[config.mk]
export PLATFORM = sky130hd
export DESIGN_NAME = assembly_source_lexer_top
export DESIGN_NICKNAME = d
export VERILOG_FILES = /design/src/asl_pkg.sv /design/src/asl_front.sv /design/src/asl_queue.sv /design/src/asl_back.sv /design/src/assembly_source_lexer_top.sv
export SDC_FILE = /design/constraint.sdc
export NUM_CORES = 1
export LEC_CHECK = 0
export BUFFER_PORTS_ARGS = -buffer_cell sky130_fd_sc_hd__clkbuf_2
export CORE_ASPECT_RATIO = 0.75
export CORE_MARGIN = 2
export CORE_UTILIZATION = 55
export CTS_CLUSTER_DIAMETER = 120
export DETAILED_ROUTE_END_ITERATION = 8
export PLACE_DENSITY = 0.83
export SLEW_MARGIN = 30
export SYNTH_ARGS = -nofsm -noshare
export SYNTH_HDL_FRONTEND = slang
export SYNTH_SLANG_ARGS = --single-unit
[constraint.sdc]
create_clock -name i_clk -period 2.7 [get_ports i_clk]
set_input_delay 0 -clock i_clk [delete_from_list [all_inputs] [get_ports i_clk]]
set_output_delay 0 -clock i_clk [all_outputs]
set_load 0.005 [all_outputs]
[src/asl_pkg.sv]
// ----------------------------------------------------------------------------
// asl_pkg: shared types and constants of the assembly source lexer
// Token kinds, error codes, per-byte character information and byte
// classification used by the front and back parts of the lexer.
// ----------------------------------------------------------------------------
package asl_pkg;

    // Longest token is TOKEN_MAX-1 bytes
    localparam int TOKEN_MAX = 512;
    localparam int LEN_W     = $clog2(TOKEN_MAX);

    // Byte constants
    localparam logic [7:0] CH_UNDER  = 8'h5F;
    localparam logic [7:0] CH_COLON  = 8'h3A;
    localparam logic [7:0] CH_X      = 8'h78;
    localparam logic [7:0] CH_MINUS  = 8'h2D;
    localparam logic [7:0] CH_SLASH  = 8'h2F;
    localparam logic [7:0] CH_BSLASH = 8'h5C;
    localparam logic [7:0] CH_QUOTE  = 8'h22;
    localparam logic [7:0] CH_LF     = 8'h0A;
    localparam logic [7:0] CH_CR     = 8'h0D;
    localparam logic [7:0] CH_TAB    = 8'h09;
    localparam logic [7:0] CH_SPACE  = 8'h20;
    localparam logic [7:0] CH_NUL    = 8'h00;
    localparam logic [7:0] CH_N      = 8'h6E;
    localparam logic [7:0] CH_R      = 8'h72;
    localparam logic [7:0] CH_T      = 8'h74;
    localparam logic [7:0] CH_ZERO   = 8'h30;

    typedef enum logic [3:0] {
        K_SPACE   = 4'd0,
        K_NEWLINE = 4'd1,
        K_LABEL   = 4'd2,
        K_WORD    = 4'd3,
        K_HEX     = 4'd4,
        K_DEC     = 4'd5,
        K_STRING  = 4'd6,
        K_COMMENT = 4'd7,
        K_UNKNOWN = 4'd8
    } t_kind;

    typedef enum logic [1:0] {
        E_NONE     = 2'd0,
        E_ESCAPE   = 2'd1,
        E_TOO_LONG = 2'd2
    } t_err;

    // Classified source byte, as queued between front and back
    typedef struct packed {
        logic [7:0] ch;
        t_kind      cls;
        logic       is_space;
        logic       is_digit;
        logic       is_letter;
        logic       is_hex;
        logic       is_under;
        logic       is_colon;
        logic       is_x;
        logic       is_minus;
        logic       is_bslash;
        logic       is_quote;
        logic       is_lf;
        logic       esc_ok;
        logic [7:0] esc_ch;
    } t_char_info;

    function automatic logic f_is_digit(input logic [7:0] c);
        return (c >= 8'h30) && (c <= 8'h39);
    endfunction

    function automatic logic f_is_letter(input logic [7:0] c);
        return ((c >= 8'h61) && (c <= 8'h7A)) || ((c >= 8'h41) && (c <= 8'h5A));
    endfunction

    function automatic logic f_is_hex(input logic [7:0] c);
        return f_is_digit(c) || ((c >= 8'h61) && (c <= 8'h66))
            || ((c >= 8'h41) && (c <= 8'h46));
    endfunction

    // Kind of a token opened by this byte
    function automatic t_kind f_classify(input logic [7:0] c);
        t_kind k;
        if ((c == CH_SPACE) || (c == CH_TAB))         k = K_SPACE;
        else if (f_is_digit(c) || (c == CH_MINUS))    k = K_DEC;
        else if (f_is_letter(c))                      k = K_WORD;
        else if (c == CH_SLASH)                       k = K_COMMENT;
        else if (c == CH_QUOTE)                       k = K_STRING;
        else if (c == CH_LF)                          k = K_NEWLINE;
        else                                          k = K_UNKNOWN;
        return k;
    endfunction

endpackage

[src/asl_front.sv]
// ----------------------------------------------------------------------------
// asl_front: byte classifier
// Tags each incoming byte with its character classes, the kind of token it
// would open and its escape translation, ready for the queue.
// ----------------------------------------------------------------------------
module asl_front (
    input  logic              [7:0] i_char,
    output asl_pkg::t_char_info     o_info
);

    // Classify the byte
    always_comb begin
        o_info           = '0;
        o_info.ch        = i_char;
        o_info.cls       = asl_pkg::f_classify(i_char);
        o_info.is_space  = (i_char == asl_pkg::CH_SPACE) || (i_char == asl_pkg::CH_TAB);
        o_info.is_digit  = asl_pkg::f_is_digit(i_char);
        o_info.is_letter = asl_pkg::f_is_letter(i_char);
        o_info.is_hex    = asl_pkg::f_is_hex(i_char);
        o_info.is_under  = (i_char == asl_pkg::CH_UNDER);
        o_info.is_colon  = (i_char == asl_pkg::CH_COLON);
        o_info.is_x      = (i_char == asl_pkg::CH_X);
        o_info.is_minus  = (i_char == asl_pkg::CH_MINUS);
        o_info.is_bslash = (i_char == asl_pkg::CH_BSLASH);
        o_info.is_quote  = (i_char == asl_pkg::CH_QUOTE);
        o_info.is_lf     = (i_char == asl_pkg::CH_LF);

        // Resolve the escape that this byte would complete
        o_info.esc_ok = 1'b1;
        case (i_char)
            asl_pkg::CH_BSLASH: o_info.esc_ch = asl_pkg::CH_BSLASH;
            asl_pkg::CH_N:      o_info.esc_ch = asl_pkg::CH_LF;
            asl_pkg::CH_ZERO:   o_info.esc_ch = asl_pkg::CH_NUL;
            asl_pkg::CH_R:      o_info.esc_ch = asl_pkg::CH_CR;
            asl_pkg::CH_T:      o_info.esc_ch = asl_pkg::CH_TAB;
            default: begin
                o_info.esc_ok = 1'b0;
                o_info.esc_ch = i_char;
            end
        endcase
    end

endmodule

[src/asl_queue.sv]
// ----------------------------------------------------------------------------
// asl_queue: two-entry request queue
// Decouples the classifier from the token tracker so either side can stall.
// ----------------------------------------------------------------------------
module asl_queue (
    input  logic                i_clk,
    input  logic                i_rst_n,
    input  logic                i_push,
    input  asl_pkg::t_char_info i_data,
    output logic                o_full,
    input  logic                i_pop,
    output logic                o_empty,
    output asl_pkg::t_char_info o_data
);

    asl_pkg::t_char_info r_mem [2];
    logic                r_wr_ptr;
    logic                r_rd_ptr;
    logic [1:0]          r_count;
    logic                w_push;
    logic                w_pop;

    assign o_full  = (r_count == 2'd2);
    assign o_empty = (r_count == 2'd0);
    assign o_data  = r_mem[r_rd_ptr];
    assign w_push  = i_push && !o_full;
    assign w_pop   = i_pop && !o_empty;

    // Store a request
    always_ff @(posedge i_clk) begin
        if (w_push) begin
            r_mem[r_wr_ptr] <= i_data;
        end
    end

    // Advance pointers and count
    always_ff @(posedge i_clk) begin
        if (!i_rst_n) begin
            r_wr_ptr <= 1'b0;
            r_rd_ptr <= 1'b0;
            r_count  <= 2'd0;
        end else begin
            if (w_push) r_wr_ptr <= !r_wr_ptr;
            if (w_pop)  r_rd_ptr <= !r_rd_ptr;
            case ({w_push, w_pop})
                2'b10:   r_count <= r_count + 2'd1;
                2'b01:   r_count <= r_count - 2'd1;
                default: r_count <= r_count;
            endcase
        end
    end

endmodule

[src/asl_back.sv]
// ----------------------------------------------------------------------------
// asl_back: token tracker
// Holds the lexer state, decides join, open and close for each queued byte
// and drives the result register.
// ----------------------------------------------------------------------------
module asl_back (
    input  logic                i_clk,
    input  logic                i_rst_n,
    input  logic                i_empty,
    input  asl_pkg::t_char_info i_info,
    output logic                o_pop,
    output logic                o_valid,
    input  logic                i_ready,
    output logic          [7:0] o_char_out,
    output logic          [3:0] o_token_kind,
    output logic                o_token_start,
    output logic                o_token_closed,
    output logic          [1:0] o_error_code
);

    asl_pkg::t_kind             r_kind, n_kind;
    logic [asl_pkg::LEN_W-1:0]  r_len, n_len;
    logic                       r_minus, n_minus;
    logic                       r_open, n_open;
    logic                       r_esc, n_esc;
    asl_pkg::t_err              r_sticky, n_sticky;

    logic                       r_out_valid;
    logic [7:0]                 r_char, n_char;
    asl_pkg::t_kind             r_okind, n_okind;
    logic                       r_start, n_start;
    logic                       r_closed, n_closed;
    asl_pkg::t_err              r_err, n_err;
    logic                       n_emit;

    logic                       w_join;
    logic                       w_close;
    asl_pkg::t_kind             w_jkind;
    logic [7:0]                 w_jchar;
    logic                       w_done;

    // Take a request whenever the result register is free or drains
    assign o_pop = !i_empty && (!r_out_valid || i_ready);

    // Decide the result of one byte
    always_comb begin
        n_kind   = r_kind;
        n_len    = r_len;
        n_minus  = r_minus;
        n_open   = r_open;
        n_esc    = r_esc;
        n_sticky = r_sticky;
        n_emit   = 1'b0;
        n_char   = i_info.ch;
        n_okind  = r_kind;
        n_start  = 1'b0;
        n_closed = 1'b0;
        n_err    = asl_pkg::E_NONE;
        w_join   = 1'b0;
        w_close  = 1'b0;
        w_jkind  = r_kind;
        w_jchar  = i_info.ch;
        w_done   = 1'b0;

        if (r_sticky != asl_pkg::E_NONE) begin
            // drop everything after an error
            w_done = 1'b1;
        end else if (r_esc) begin
            n_esc = 1'b0;
            if (i_info.esc_ok) begin
                w_join  = 1'b1;
                w_jchar = i_info.esc_ch;
            end else begin
                n_sticky = asl_pkg::E_ESCAPE;
                n_emit   = 1'b1;
                n_err    = asl_pkg::E_ESCAPE;
                w_done   = 1'b1;
            end
        end else if (r_open) begin
            case (r_kind)
                asl_pkg::K_WORD: begin
                    if (i_info.is_letter || i_info.is_under) begin
                        w_join = 1'b1;
                    end else if (i_info.is_colon) begin
                        w_join  = 1'b1;
                        w_close = 1'b1;
                        w_jkind = asl_pkg::K_LABEL;
                    end
                end
                asl_pkg::K_HEX:     w_join = i_info.is_hex;
                asl_pkg::K_DEC: begin
                    if (i_info.is_digit) begin
                        w_join = 1'b1;
                    end else if (i_info.is_x && (r_len == asl_pkg::LEN_W'(1)) && !r_minus) begin
                        w_join  = 1'b1;
                        w_jkind = asl_pkg::K_HEX;
                    end
                end
                asl_pkg::K_SPACE:   w_join = i_info.is_space;
                asl_pkg::K_STRING: begin
                    if (i_info.is_bslash) begin
                        n_esc  = 1'b1;
                        w_done = 1'b1;
                    end else begin
                        w_join  = 1'b1;
                        w_close = i_info.is_quote;
                    end
                end
                asl_pkg::K_COMMENT: w_join = !i_info.is_lf;
                default:            w_join = 1'b0;
            endcase
        end

        if (!w_done) begin
            n_emit = 1'b1;
            if (w_join) begin
                n_char = w_jchar;
                if (r_len >= asl_pkg::LEN_W'(asl_pkg::TOKEN_MAX - 1)) begin
                    n_sticky = asl_pkg::E_TOO_LONG;
                    n_err    = asl_pkg::E_TOO_LONG;
                end else begin
                    n_len    = r_len + 1'b1;
                    n_kind   = w_jkind;
                    n_okind  = w_jkind;
                    n_closed = w_close;
                    if (w_close) n_open = 1'b0;
                end
            end else begin
                // open a new token with this byte
                n_kind   = i_info.cls;
                n_okind  = i_info.cls;
                n_len    = asl_pkg::LEN_W'(1);
                n_minus  = (i_info.cls == asl_pkg::K_DEC) && i_info.is_minus;
                n_start  = 1'b1;
                n_closed = (i_info.cls == asl_pkg::K_NEWLINE)
                        || (i_info.cls == asl_pkg::K_UNKNOWN);
                n_open   = !n_closed;
            end
        end
    end

    // Update lexer state and result valid
    always_ff @(posedge i_clk) begin
        if (!i_rst_n) begin
            r_kind      <= asl_pkg::K_SPACE;
            r_len       <= '0;
            r_minus     <= 1'b0;
            r_open      <= 1'b0;
            r_esc       <= 1'b0;
            r_sticky    <= asl_pkg::E_NONE;
            r_out_valid <= 1'b0;
        end else begin
            if (o_pop) begin
                r_kind   <= n_kind;
                r_len    <= n_len;
                r_minus  <= n_minus;
                r_open   <= n_open;
                r_esc    <= n_esc;
                r_sticky <= n_sticky;
            end
            if (o_pop) begin
                r_out_valid <= n_emit;
            end else if (i_ready) begin
                r_out_valid <= 1'b0;
            end
        end
    end

    // Load result payload
    always_ff @(posedge i_clk) begin
        if (o_pop && n_emit) begin
            r_char   <= n_char;
            r_okind  <= n_okind;
            r_start  <= n_start;
            r_closed <= n_closed;
            r_err    <= n_err;
        end
    end

    assign o_valid        = r_out_valid;
    assign o_char_out     = r_char;
    assign o_token_kind   = r_okind;
    assign o_token_start  = r_start;
    assign o_token_closed = r_closed;
    assign o_error_code   = r_err;

endmodule

[src/assembly_source_lexer_top.sv]
// ----------------------------------------------------------------------------
// assembly_source_lexer_top: assembly source lexer
// Splits a source byte stream into typed tokens, one result per byte at most.
//
//   channel | direction | handshake           | payload
//   --------+-----------+---------------------+---------------------------------
//   input   | in        | i_valid / o_ready   | i_char_in
//   result  | out       | o_valid / i_ready   | o_char_out, o_token_kind,
//           |           |                     | o_token_start, o_token_closed,
//           |           |                     | o_error_code
//
// One byte per cycle sustained while results are taken; an accepted byte is
// written into the queue, and the tracker's state update then loads its
// result into the result register, from which it can be taken.
// Synchronous active-low reset clears the state, queue and result valid.
// A stalled result holds the tracker while the two-entry queue keeps taking
// bytes until it fills.
// ----------------------------------------------------------------------------
module assembly_source_lexer_top (
    input  logic       i_clk,
    input  logic       i_rst_n,
    input  logic       i_valid,
    output logic       o_ready,
    input  logic [7:0] i_char_in,
    output logic       o_valid,
    input  logic       i_ready,
    output logic [7:0] o_char_out,
    output logic [3:0] o_token_kind,
    output logic       o_token_start,
    output logic       o_token_closed,
    output logic [1:0] o_error_code
);

    asl_pkg::t_char_info w_in_info;
    asl_pkg::t_char_info w_head;
    logic                w_full;
    logic                w_empty;
    logic                w_pop;

    assign o_ready = !w_full;

    // Classify incoming bytes
    asl_front u_front (
        .i_char (i_char_in),
        .o_info (w_in_info)
    );

    // Queue classified requests
    asl_queue u_queue (
        .i_clk   (i_clk),
        .i_rst_n (i_rst_n),
        .i_push  (i_valid),
        .i_data  (w_in_info),
        .o_full  (w_full),
        .i_pop   (w_pop),
        .o_empty (w_empty),
        .o_data  (w_head)
    );

    // Track tokens and drive results
    asl_back u_back (
        .i_clk          (i_clk),
        .i_rst_n        (i_rst_n),
        .i_empty        (w_empty),
        .i_info         (w_head),
        .o_pop          (w_pop),
        .o_valid        (o_valid),
        .i_ready        (i_ready),
        .o_char_out     (o_char_out),
        .o_token_kind   (o_token_kind),
        .o_token_start  (o_token_start),
        .o_token_closed (o_token_closed),
        .o_error_code   (o_error_code)
    );

endmodule
==> flow_metrics.env <==
export IMPL_run_status="complete, no violations"
export IMPL_leakage_nw=1.96
export IMPL_final_fill_count=603
export IMPL_vdd_ir_drop_worst_mv=0.447
export IMPL_cts_tree="built"
export IMPL_setup_viol_count_final=0
export IMPL_port_buffer_count=29
export IMPL_min_delay_path_class="input port to flop"
export IMPL_most_common_layout_cells="80 x sky130_fd_sc_hd__edfxtp_1, 37 x sky130_fd_sc_hd__nand2_1, 30 x sky130_fd_sc_hd__nor2_1, 29 x sky130_fd_sc_hd__clkbuf_2, 24 x sky130_fd_sc_hd__dfxtp_1"
export IMPL_final_cycle_share=0.913
export IMPL_fin_crit_ps=2470
export IMPL_timing_max_transition_violations_final=0
export IMPL_drive_gt1_frac=0.212
export IMPL_numClockSinks=104
export IMPL_rsz0062_at_grt="false"
export IMPL_initial_core_util=0.571
export IMPL_routedWlPerCell_um=17.9
export IMPL_placeableCoreArea_um2=8530
export IMPL_post_synth_num_cell_types=71
export IMPL_drt_iter0_markers=343
export IMPL_cts_root_buffer_cell="sky130_fd_sc_hd__clkbuf_16"
export IMPL_area_growth_synth_to_final_pct=12.1
export IMPL_via_count=3340
export IMPL_power_density_nw_per_um2=877
export IMPL_count_of_mapped_cells_out_of_synthesis=394
export IMPL_place_inst=523
export IMPL_global_route_overflow_total=0
export IMPL_clkTransAtPathRegs_ps=70
export IMPL_dieWidth_um=113
export IMPL_cap_violations=0
export IMPL_die_h_um=85.5
export IMPL_design_die_area_um2=9630
export IMPL_dp_hpwl_um=6660
export IMPL_first_global_vias=3125
export IMPL_gp_congestion=0.945
export IMPL_avgSynthCellArea_um2=12.4
export IMPL_ys_flop_type="sky130_fd_sc_hd__edfxtp_1"
export IMPL_route_final_wire_length_um=9690
export IMPL_slew_headroom=0.595
export IMPL_multi_input_comb_area_um2=1810
export IMPL_synth_edf_count=80
export IMPL_wire_length_of_the_first_global_routing_pass_um=16200
export IMPL_upper_clock_frequency_limit_mhz=406
export IMPL_synthesis_yosys_warnings=0
export IMPL_clockBufferDepth=2
export IMPL_setup_tns_ps=0
export IMPL_num_rows=29
export IMPL_skew_ps=7.22
export IMPL_worst_path_max_fanout=9
export IMPL_critPathArrivalTime_ps=2690
export IMPL_final_common_cell="sky130_fd_sc_hd__edfxtp_1"
export IMPL_postLayoutCoreUtil=0.640
export IMPL_drt_drc_violations_left=0
export IMPL_io_pin_count=30
export IMPL_worstMarginPinSlew_ps=606
export IMPL_kind_of_start_point_of_the_critical_path="flop"
export IMPL_antennaDiodeCount=0
export IMPL_drt_pass1_iterations=6
export IMPL_synth_cell_area_um2=4870
export IMPL_synth_sequential_area_ratio=0.592
export IMPL_grt_max_degree=33
export IMPL_postSynth_asyncResetShare=0
export IMPL_cts_buf_count=9
export IMPL_final_antenna_net_count=0
export IMPL_fin_nets=445
export IMPL_critPathCaptureType="flop"
export IMPL_antenna_found_initial=0
export IMPL_criticalPathCategory="flop to flop"
export IMPL_report_power_total_mw=4.79
export IMPL_hold_viol=0
export IMPL_finalNonFillerCells=542
export IMPL_combined_flip_flop_and_latch_cell_area_um2=2880
export IMPL_fin_worst_hold_slack_ps=36.7
export IMPL_via_per_inst=6.16
export IMPL_required_ps=2920
export IMPL_synthesis_nets=410
export IMPL_total_routing_usage_gr=0.215
export IMPL_h_tree_depth=3
export IMPL_yosys_register_bits=104
export IMPL_clock_latency_ps=340
[final cells by class]
class	count	area share
Multi-Input combinational cell	250	0.332
Tap cell	108	0.0248
Sequential cell	104	0.528
Clock inverter	7	0.0101
Timing Repair Buffer	46	0.0514
Clock buffer	9	0.0413
Inverter	18	0.0124
[cells in the mapped netlist (3+ instances only)]
cell,n,share of area
sky130_fd_sc_hd__edfxtp_1,80,0.49
sky130_fd_sc_hd__nand2_1,37,0.029
sky130_fd_sc_hd__nor2_1,31,0.024
sky130_fd_sc_hd__dfxtp_1,24,0.099
sky130_fd_sc_hd__inv_1,17,0.013
sky130_fd_sc_hd__mux2i_1,12,0.025
sky130_fd_sc_hd__nor3_1,12,0.012
sky130_fd_sc_hd__clkbuf_1,9,0.0069
sky130_fd_sc_hd__mux4_2,9,0.042
sky130_fd_sc_hd__nand3_1,9,0.0093
sky130_fd_sc_hd__o22ai_1,8,0.010
sky130_fd_sc_hd__a21oi_1,7,0.0072
sky130_fd_sc_hd__o21ai_0,7,0.0072
sky130_fd_sc_hd__or3_1,7,0.0090
sky130_fd_sc_hd__a211oi_2,6,0.015
sky130_fd_sc_hd__a31oi_1,5,0.0064
sky130_fd_sc_hd__and3_1,5,0.0064
sky130_fd_sc_hd__buf_2,5,0.0051
sky130_fd_sc_hd__nand2b_1,5,0.0064
sky130_fd_sc_hd__nand4_1,5,0.0064
sky130_fd_sc_hd__nor2b_1,5,0.0064
sky130_fd_sc_hd__o21ai_1,5,0.0051
sky130_fd_sc_hd__ha_1,4,0.010
sky130_fd_sc_hd__nor4_1,4,0.0051
sky130_fd_sc_hd__or2_2,4,0.0051
sky130_fd_sc_hd__xnor2_1,4,0.0072
sky130_fd_sc_hd__buf_4,3,0.0046
sky130_fd_sc_hd__buf_6,3,0.0069
sky130_fd_sc_hd__mux2_2,3,0.0069
sky130_fd_sc_hd__nand4bb_1,3,0.0069
sky130_fd_sc_hd__nor4b_1,3,0.0054
sky130_fd_sc_hd__o211ai_1,3,0.0046
sky130_fd_sc_hd__xor2_1,3,0.0054
[sequential cells by signal, summed over array words and instances, names as in the netlist, named ones only]
name	flops
u_back.o_char_out	8
u_back.o_token_start	1
u_back.o_error_code	2
u_back.r_minus	1
u_back.r_esc	1
u_back.r_sticky	2
u_back.r_len	9
u_queue.r_wr_ptr	1
u_queue.r_mem	64
u_queue.r_count	2
u_back.r_open	1
u_back.r_kind	4
u_back.o_token_kind	4
u_queue.r_rd_ptr	1
u_back.o_token_closed	1
u_back.o_valid	1
[metal layers]
layer | global-route usage | vias to the layer above | wire length [um]
met3 | 0.0550 | 14 | 742
met2 | 0.320 | 150 | 4340
met4 | 0.0543 | 0 | 181
li1 | - | 1571 | -
met5 | 0 | - | 0
met1 | 0.318 | 1605 | 4420
[worst max-delay path, stage by stage (launching register included)]
cell	delay [ps]
sky130_fd_sc_hd__dfxtp_1	390
sky130_fd_sc_hd__ha_1	210
sky130_fd_sc_hd__nand3_1	150
sky130_fd_sc_hd__or2_2	370
sky130_fd_sc_hd__nor2_1	120
sky130_fd_sc_hd__ha_1	150
sky130_fd_sc_hd__a41oi_1	80
sky130_fd_sc_hd__a21oi_2	210
sky130_fd_sc_hd__o21a_2	270
sky130_fd_sc_hd__buf_4	190
sky130_fd_sc_hd__nor3_4	60
sky130_fd_sc_hd__mux2i_1	130
[through the flow]
step	cell area, um^2	worst slack [ps]
3_5_place_dp	5130	189
3_3_place_gp	5130	219
6_report	5460	234
4_1_cts	5440	163
2_1_floorplan	4870	284
5_1_grt	5460	17.2
[kinds of logic (layout without fill, tap and decap cells)]
| family | Yosys count | in the layout | share of synthesized area |
|---|---|---|---|
| buffers and inverters | 40 | 80 | 0.0393 |
| muxes | 26 | 26 | 0.0779 |
| AOI/OAI and AO/OA | 69 | 69 | 0.109 |
| adders and majority gates | 4 | 4 | 0.0103 |
| xor gates and xnor gates | 7 | 7 | 0.0126 |
| and+or+nand+nor | 144 | 144 | 0.159 |
| DFF | 104 | 104 | 0.592 |
[where the power goes]
group / total [mW] / internal [mW] / switching [mW]
Combinational: 1.30 / 0.525 / 0.771
Clock: 1.22 / 0.637 / 0.585
Sequential: 2.27 / 2.12 / 0.152
[final timing paths]
check / from / to / slack (ps) / cells after the start
max reg2reg: u_back.r_len[0]$_SDFFE_PN0P_ / u_back.r_minus$_SDFFE_PN0P_ / 230 / 11
min reg2reg: u_back.r_minus$_SDFFE_PN0P_ / u_back.r_minus$_SDFFE_PN0P_ / 480 / 2
min: i_char_in[5] / u_queue.r_mem[1][29]$_DFFE_PP_ / 40 / 1
max: u_back.r_len[0]$_SDFFE_PN0P_ / u_back.r_minus$_SDFFE_PN0P_ / 230 / 11
[repair_timing]
item,in CTS,in global routing
buffers inserted,0,0
hold buffers,3,0
gates resized for setup,0,2
endpoints found under the setup margin,0,9
endpoints found under the hold margin,7,0
No activity file was read; power rests on OpenSTA's default activity.
